$ cat config.mk
export PLATFORM = sky130hd
export DESIGN_NAME = rtol_ctrl
export DESIGN_NICKNAME = d
export VERILOG_FILES = /design/src/rtl/rtol_pkg.sv /design/src/rtl/rtol_ctrl.sv
export SDC_FILE = /design/constraint.sdc
export NUM_CORES = 1
export LEC_CHECK = 0
export BUFFER_PORTS_ARGS = -buffer_cell sky130_fd_sc_hd__buf_2
export CAP_MARGIN = 30
export CELL_PAD_IN_SITES_DETAIL_PLACEMENT = 0
export CELL_PAD_IN_SITES_GLOBAL_PLACEMENT = 1
export CORE_AREA = 2 2 39 41
export CTS_BUF_LIST = sky130_fd_sc_hd__clkbuf_4
export DETAILED_ROUTE_END_ITERATION = 12
export DIE_AREA = 0 0 41 43
export PLACE_DENSITY = 0.46
export SYNTH_ARGS = -nofsm -noshare
export SYNTH_HDL_FRONTEND = slang
export SYNTH_SLANG_ARGS = --single-unit
$ cat constraint.sdc
create_clock -name clock -period 1.6 [get_ports clock]
set_clock_uncertainty 0.1 [all_clocks]
set_input_delay 0.16 -clock clock [delete_from_list [all_inputs] [get_ports clock]]
set_output_delay 0.16 -clock clock [all_outputs]
set_load 0.02 [all_outputs]
$ cat src/rtl/rtol_pkg.sv
// Shared types and constants for the record table with owner locks.
// No dependencies; every other file but the assertion macros header imports this package.
`default_nettype none

package rtol_pkg;

   // request and response field widths
   localparam int OP_W      = 3;
   localparam int REQ_W     = 16;
   localparam int IDX_W     = 10;
   localparam int DIN_W     = 64;
   localparam int STATUS_W  = 4;
   localparam int OWN_IO_W  = 16;

   // parameter defaults
   localparam int CAPACITY_DEF        = 1024;
   localparam int INITIAL_RECORDS_DEF = 1000;
   localparam int DATA_WIDTH_DEF      = 64;
   localparam int OWNER_WIDTH_DEF     = 16;

   typedef enum logic [OP_W-1:0] {
      OP_APPEND   = 3'd0,
      OP_WRITE    = 3'd1,
      OP_READ     = 3'd2,
      OP_DELETE   = 3'd3,
      OP_UNDELETE = 3'd4,
      OP_LOCK     = 3'd5,
      OP_UNLOCK   = 3'd6
   } op_type;

   typedef enum logic [STATUS_W-1:0] {
      ST_OK             = 4'd0,
      ST_BAD_INDEX      = 4'd1,
      ST_LOCKED_OTHER   = 4'd2,
      ST_EMPTY          = 4'd3,
      ST_DELETED        = 4'd4,
      ST_OCCUPIED       = 4'd5,
      ST_ALREADY_LOCKED = 4'd6,
      ST_NOT_LOCKED     = 4'd7,
      ST_FULL           = 4'd8
   } status_type;

   typedef enum logic [1:0] {
      REC_EMPTY    = 2'd0,
      REC_OCCUPIED = 2'd1,
      REC_DELETED  = 2'd2
   } rec_state_type;

   // controller to datapath
   typedef struct packed {
      logic clear_en;
      logic accept_en;
      logic commit_en;
   } ctrl_cmd_type;

   // datapath to controller
   typedef struct packed {
      logic clear_last;
      logic rsp_busy;
   } dp_stat_type;

endpackage

`default_nettype wire

$ cat src/rtl/rtol_ctrl.sv
// Controller state machine: clearing pass, request intake, commit.
// Depends on rtol_pkg for the command and status structs.
`default_nettype none

module rtol_ctrl import rtol_pkg::*; (
   input  logic         clock,
   input  logic         reset,
   input  logic         req_valid,
   output logic         req_ready,
   input  dp_stat_type  stat,
   output ctrl_cmd_type cmd
);

   typedef enum logic [2:0] {
      S_CLEAR = 3'b001,
      S_IDLE  = 3'b010,
      S_EXEC  = 3'b100
   } ctrl_state_type;

   ctrl_state_type state_ff, state_in;

   always_comb begin
      state_in  = state_ff;
      req_ready = 1'b0;
      cmd       = '0;
      unique case (state_ff)
         S_CLEAR: begin
            cmd.clear_en = 1'b1;
            if (stat.clear_last) state_in = S_IDLE;
         end
         S_IDLE: begin
            req_ready = 1'b1;
            if (req_valid) begin
               cmd.accept_en = 1'b1;
               state_in      = S_EXEC;
            end
         end
         S_EXEC: begin
            // wait for the response slot, then write back and respond
            if (!stat.rsp_busy) begin
               cmd.commit_en = 1'b1;
               state_in      = S_IDLE;
            end
         end
         default: state_in = S_CLEAR;
      endcase
   end

   always_ff @(posedge clock) begin
      if (reset) state_ff <= S_CLEAR;
      else       state_ff <= state_in;
   end

endmodule

`default_nettype wire

==> impl_metrics.py, run 1 <==
metrics = {
    "critical_path": {
        "critical_path.max_stage_delay_ns": 0.44,
        "critPathTopFamily": "simple AND/OR/NAND/NOR gates",
        "crit_buf_inv": 1,
        "end_kind": "primary output",
        "critPathArrivalTime_ns": 1.26,
        "crit_chain": "nor3b_4 > and2_2 > buf_2",
        "cp.required_ns": 1.34,
        "start_kind": "flip-flop",
        "worstPathMaxFanout": 6,
        "criticalPathCategory": "reg2out",
        "crit_slowest_cell": "dfxtp_1",
    },
    "sta": {
        "setup_viol_count_final": 0,
        "final-max-slew-violation-count": 0,
        "timing.hold.ws_ns": 0.0151,
        "relSlewSlack_pct": 79.0,
        "fmax_mhz": 658,
        "period_share_pct": 94.9,
        "rsz0062_at_grt": "true",
        "tightest_slew_ns": 0.315,
        "final.setup.tns_ns": 0,
        "setup_slack_ns": 0.0809,
        "timing.final.crit_period_ns": 1.52,
        "final_hold_viol_count": 0,
    },
    "drt": {
        "top_layer": "met4",
        "met2_length_um": 191,
        "post_drt_wl_per_cell_um": 9.93,
        "drtPass1Iterations": 2,
        "drt-initial-drc-count": 2,
        "vias_per_cell": 3.98,
        "ant_nets": 0,
        "wl_um": 457,
        "drc_errors": 0,
        "dr_wl_met3_um": 17,
        "num_vias": 183,
        "met1_length_um": 232,
    },
    "final_layout": {
        "top_register": "state_ff",
        "n_antenna_cell": 0,
        "final_cell_area_um2": 288,
        "largest_reg_flops": 3,
        "fillers": 164,
        "top_regs": "state_ff: 3 flops",
        "area_growth_pct": 51.3,
        "final_cells": 46,
        "final_util_pct": 20.8,
        "nNetsFinal": 36,
        "drive_above_1_share_pct": 63.3,
    },
    "global_routing": {
        "grt_pass1_wl_um": 717,
        "grt_pass1_vias": 162,
        "antenna_found_initial": 0,
        "grt_max_degree": 7,
        "grt_usage_pct": 6.61,
        "grt_overflow": 0,
    },
    "yosys": {
        "synthTopCellsByArea": "dfxtp_1, nor4b_2, nor3b_4",
        "yosysSeqAreaShare_pct": 31.6,
        "synth-seq-cells": 3,
        "ys_warn_count": 0,
        "ys_types": 12,
        "synth_top_area_share_pct": 31.6,
        "yosys.area.top_type": "dfxtp_1",
        "synth_area_um2": 190,
        "synth_nets": 22,
        "synthCells": 17,
        "avgSynthCellArea_um2": 11.2,
    },
    "cts": {
        "postCtsHoldBufs": 0,
        "cts.path.max_buffers": 2,
        "cts.sinks": 3,
        "clk_pin_slew_worst_paths_ns": 0.04,
        "numCtsBuffers": 3,
        "cts_tree": "built",
        "clk_latency_ns": 0.23,
        "cts-htree-levels": 1,
        "cts-root-buf": "clkbuf_4",
    },
    "place": {
        "gp_congestion": 0.689,
        "place_worst_setup_slack_ns": 0.306,
        "place_area_um2": 250,
        "io_buffers": 8,
        "post-place-cells": 41,
        "hpwl_um": 362,
    },
    "status": {
        "status": "finished clean",
    },
    "die": {
        "die_x_um": 41,
        "die-height_um": 43,
        "start_util_pct": 13.7,
        "io-pin-count": 9,
        "rows": 14,
        "core_um2": 1380,
        "dieArea_um2": 1760,
    },
    "pwr": {
        "p_leak_nw": 0.118,
        "power_mw": 0.361,
        "power_density_nw_per_um2": 1260,
        "max-vdd-ir-drop_mv": 0.458,
    },
    "worst_hold_path": {
        "hold_class": "in2reg",
    },
    "job": {
        "drv_cap": 0,
    },
}
[cell type report]
type | count | area, um^2 | share of cell area, %
sequential | 3 | 60.1 | 20.9
tap | 16 | 20.0 | 6.96
multi-input combinational | 14 | 130 | 45.2
clock buffer | 4 | 30.0 | 10.4
timing repair buffer | 9 | 47.5 | 16.5
[report_power, final]
group          switching, mW  internal (mW)  total, mW
clock                 0.0389          0.110      0.149
sequential            0.0264         0.0883      0.115
combinational         0.0467         0.0508     0.0974
total                  0.112          0.249      0.361
[synthesized netlist by cell type (all sizes together)]
cell type	number
nor4	1
nor2	3
and2	1
o31a	1
nor4b	2
xnor2	1
nor3b	2
and4bb	1
dfxtp	3
and2b	1
o21ai	1
[logic make-up after synthesis]
family	share of synthesized area [%]
AO/OA/AOI/OAI	7.24
flip-flops	31.6
AND/OR/NAND/NOR	56.6
XOR/XNOR	4.61
[routing by layer]
metal	GRT usage, %	up-vias
li1	-	92
met1	8.95	82
met2	7.19	7
met3	1.57	2
met4	8.00	0
met5	0	-
[final timing paths]
| check | endpoint | slack [ns] | cells past startpoint | startpoint |
|---|---|---|---|---|
| max | cmd[1] | 0.08 | 3 | state_ff[1] |
| min | state_ff[2] | 0.02 | 2 | reset |
| max reg2reg | state_ff[2] | 0.29 | 4 | state_ff[1] |
| min reg2reg | state_ff[0] | 0.52 | 2 | state_ff[1] |
[timing repair]
item / 4_1_cts / 5_1_grt
gates resized for setup: 0 / 0
setup endpoints to repair: 0 / 2
setup buffers: 0 / 1
[layout by cell type (no fill, tap or decap), drive strengths merged]
| cell | netlist | routed |
|---|---|---|
| and2 | 1 | 1 |
| and2b | 1 | 1 |
| and4bb | 1 | 1 |
| buf | 0 | 9 |
| clkbuf | 0 | 4 |
| dfxtp | 3 | 3 |
| nor2 | 3 | 3 |
| nor3b | 2 | 2 |
| nor4 | 1 | 1 |
| nor4b | 2 | 2 |
| o21ai | 1 | 1 |
| o31a | 1 | 1 |
| xnor2 | 1 | 1 |
Power figures use the tool's default switching activity.
==> run 2, diff against run 1 <==
Settings changed: BUFFER_PORTS_ARGS -buffer_cell sky130_fd_sc_hd__buf_2 to unset, DONT_BUFFER_PORTS set to 1, PLACE_DENSITY 0.46 to 0.38.
==> impl_metrics.py, run 2 (synthesis gave the netlist of run 1 again) <==
metrics = {
    "critical_path": {
        "start_kind": "flip-flop",
        "critPathArrivalTime_ns": 1.20,
        "cp.required_ns": 1.34,
        "end_kind": "primary output",
        "worstPathMaxFanout": 6,
        "reg2reg_depth": 3,
        "criticalPathCategory": "reg2out",
    },
    "die": {
        "core_um2": 1380,
        "die_x_um": 41,
        "start_util_pct": 13.7,
        "io-pin-count": 9,
        "die-height_um": 43,
        "dieArea_um2": 1760,
        "rows": 14,
    },
    "drt": {
        "wl_um": 421,
        "drtPass1Iterations": 1,
        "drc_errors": 0,
        "drt-initial-drc-count": 0,
        "vias_per_cell": 4.05,
        "post_drt_wl_per_cell_um": 10.3,
        "ant_nets": 0,
        "num_vias": 166,
    },
    "final_layout": {
        "top_regs": "state_ff: 3 flops",
        "multi_input_area_um2": 130,
        "final_cell_mix": "clkbuf_4, nor2_1, buf_4, dfxtp_1, nor4b_2",
        "largest_reg_flops": 3,
        "area_growth_pct": 43.4,
        "nNetsFinal": 31,
        "final_common_cell": "clkbuf_4",
        "top_register": "state_ff",
        "drive_above_1_share_pct": 52.0,
        "fillers": 155,
        "n_antenna_cell": 0,
        "regArea_um2": 60.1,
    },
    "job": {
        "drv_cap": 0,
    },
    "pwr": {
        "p_leak_nw": 0.0963,
        "power_density_nw_per_um2": 1310,
        "clkPwrFrac_pct": 42.0,
        "max-vdd-ir-drop_mv": 0.200,
        "power_mw": 0.358,
        "p_sw_share_pct": 30.1,
        "intPower_mw": 0.250,
        "power_switching_mw": 0.108,
        "pwr-share-seq_pct": 31.4,
        "combPwrFrac_pct": 26.7,
    },
    "sta": {
        "relSlewSlack_pct": 78.7,
        "final_hold_viol_count": 0,
        "final.setup.tns_ns": 0,
        "rsz0062_at_grt": "false",
        "tightest_slew_ns": 0.319,
        "final-max-slew-violation-count": 0,
        "setup_viol_count_final": 0,
        "fmax_mhz": 685,
        "timing.final.crit_period_ns": 1.46,
        "period_share_pct": 91.3,
    },
    "global_routing": {
        "grt_pass1_wl_um": 752,
        "grt_overflow": 0,
        "grt_max_degree": 7,
        "grt_pass1_vias": 180,
        "grt_usage_pct": 7.41,
        "antenna_found_initial": 0,
    },
    "place": {
        "hpwl_um": 344,
        "gp_congestion": 0.619,
        "io_buffers": 0,
    },
    "cts": {
        "cts_tree": "built",
        "clk_latency_ns": 0.23,
        "numCtsBuffers": 3,
        "cts.path.max_buffers": 2,
        "ctsResizeCount": 0,
        "cts-root-buf": "clkbuf_4",
        "cts-htree-levels": 1,
        "cts.sinks": 3,
        "clk_pin_slew_worst_paths_ns": 0.04,
    },
    "worst_hold_path": {
        "min_path_cells": 2,
        "hold_class": "in2reg",
    },
    "status": {
        "status": "finished clean",
    },
}
## run 2: metal layers
metal	up-vias	global-route usage (%)	share of wire (%)
met5	-	0	0
met4	0	8.00	0
met3	0	6.81	13
met2	5	9.69	57
met1	80	5.75	29
li1	81	-	-
## run 2: critical path, cell delays in order (launching register included)
cell,delay [ns]
dfxtp_1,0.47
nor4b_2,0.30
buf_4,0.20
## run 2: path summary, 6_finish.rpt
| kind | start | end | slack, ns |
|---|---|---|---|
| setup / recovery | state_ff[2] | cmd[0] | 0.14 |
| hold / removal | req_valid | state_ff[2] | 0.13 |
| setup reg to reg | state_ff[0] | state_ff[1] | 0.37 |
| hold reg to reg | state_ff[1] | state_ff[0] | 0.49 |
## run 2: area by class of cell
type | instances | area share, %
Clock buffer | 4 | 11.0
Sequential cell | 3 | 22.0
Timing Repair Buffer | 4 | 11.9
Tap cell | 16 | 7.34
Multi-Input combinational cell | 14 | 47.7
## run 2: stage by stage
step	util [%]	instances	hold WS [ns]	instance area, um^2	worst slack (ns)
final	19.7	41	0.126	273	0.139
after global routing	19.7	41	0.131	273	0.0275
after CTS	19.7	41	0.125	273	0.108
after detailed placement	16.8	36	0.135	233	0.359
after global placement	16.8	36	0.138	233	0.348
after floorplan	-	17	0.131	190	0.178
## run 2: what timing repair did
| item | in CTS | in global routing |
|---|---|---|
| hold buffers | 1 | 0 |
| setup endpoints to repair | 0 | 0 |
| buffers inserted | 0 | 0 |
| hold endpoints to repair | 3 | 0 |
## run 2: power by group through the flow
| stage | combinational (mW) | sequential (mW) | clock [mW] |
|---|---|---|---|
| after detailed placement | 0.0946 | 0.114 | 0 |
| after floorplan | 0.0700 | 0.110 | 0 |
| after global routing | 0.106 | 0.115 | 0.169 |
| after global placement | 0.0955 | 0.114 | 0 |
| final | 0.0956 | 0.112 | 0.150 |
| after CTS | 0.0973 | 0.113 | 0.157 |
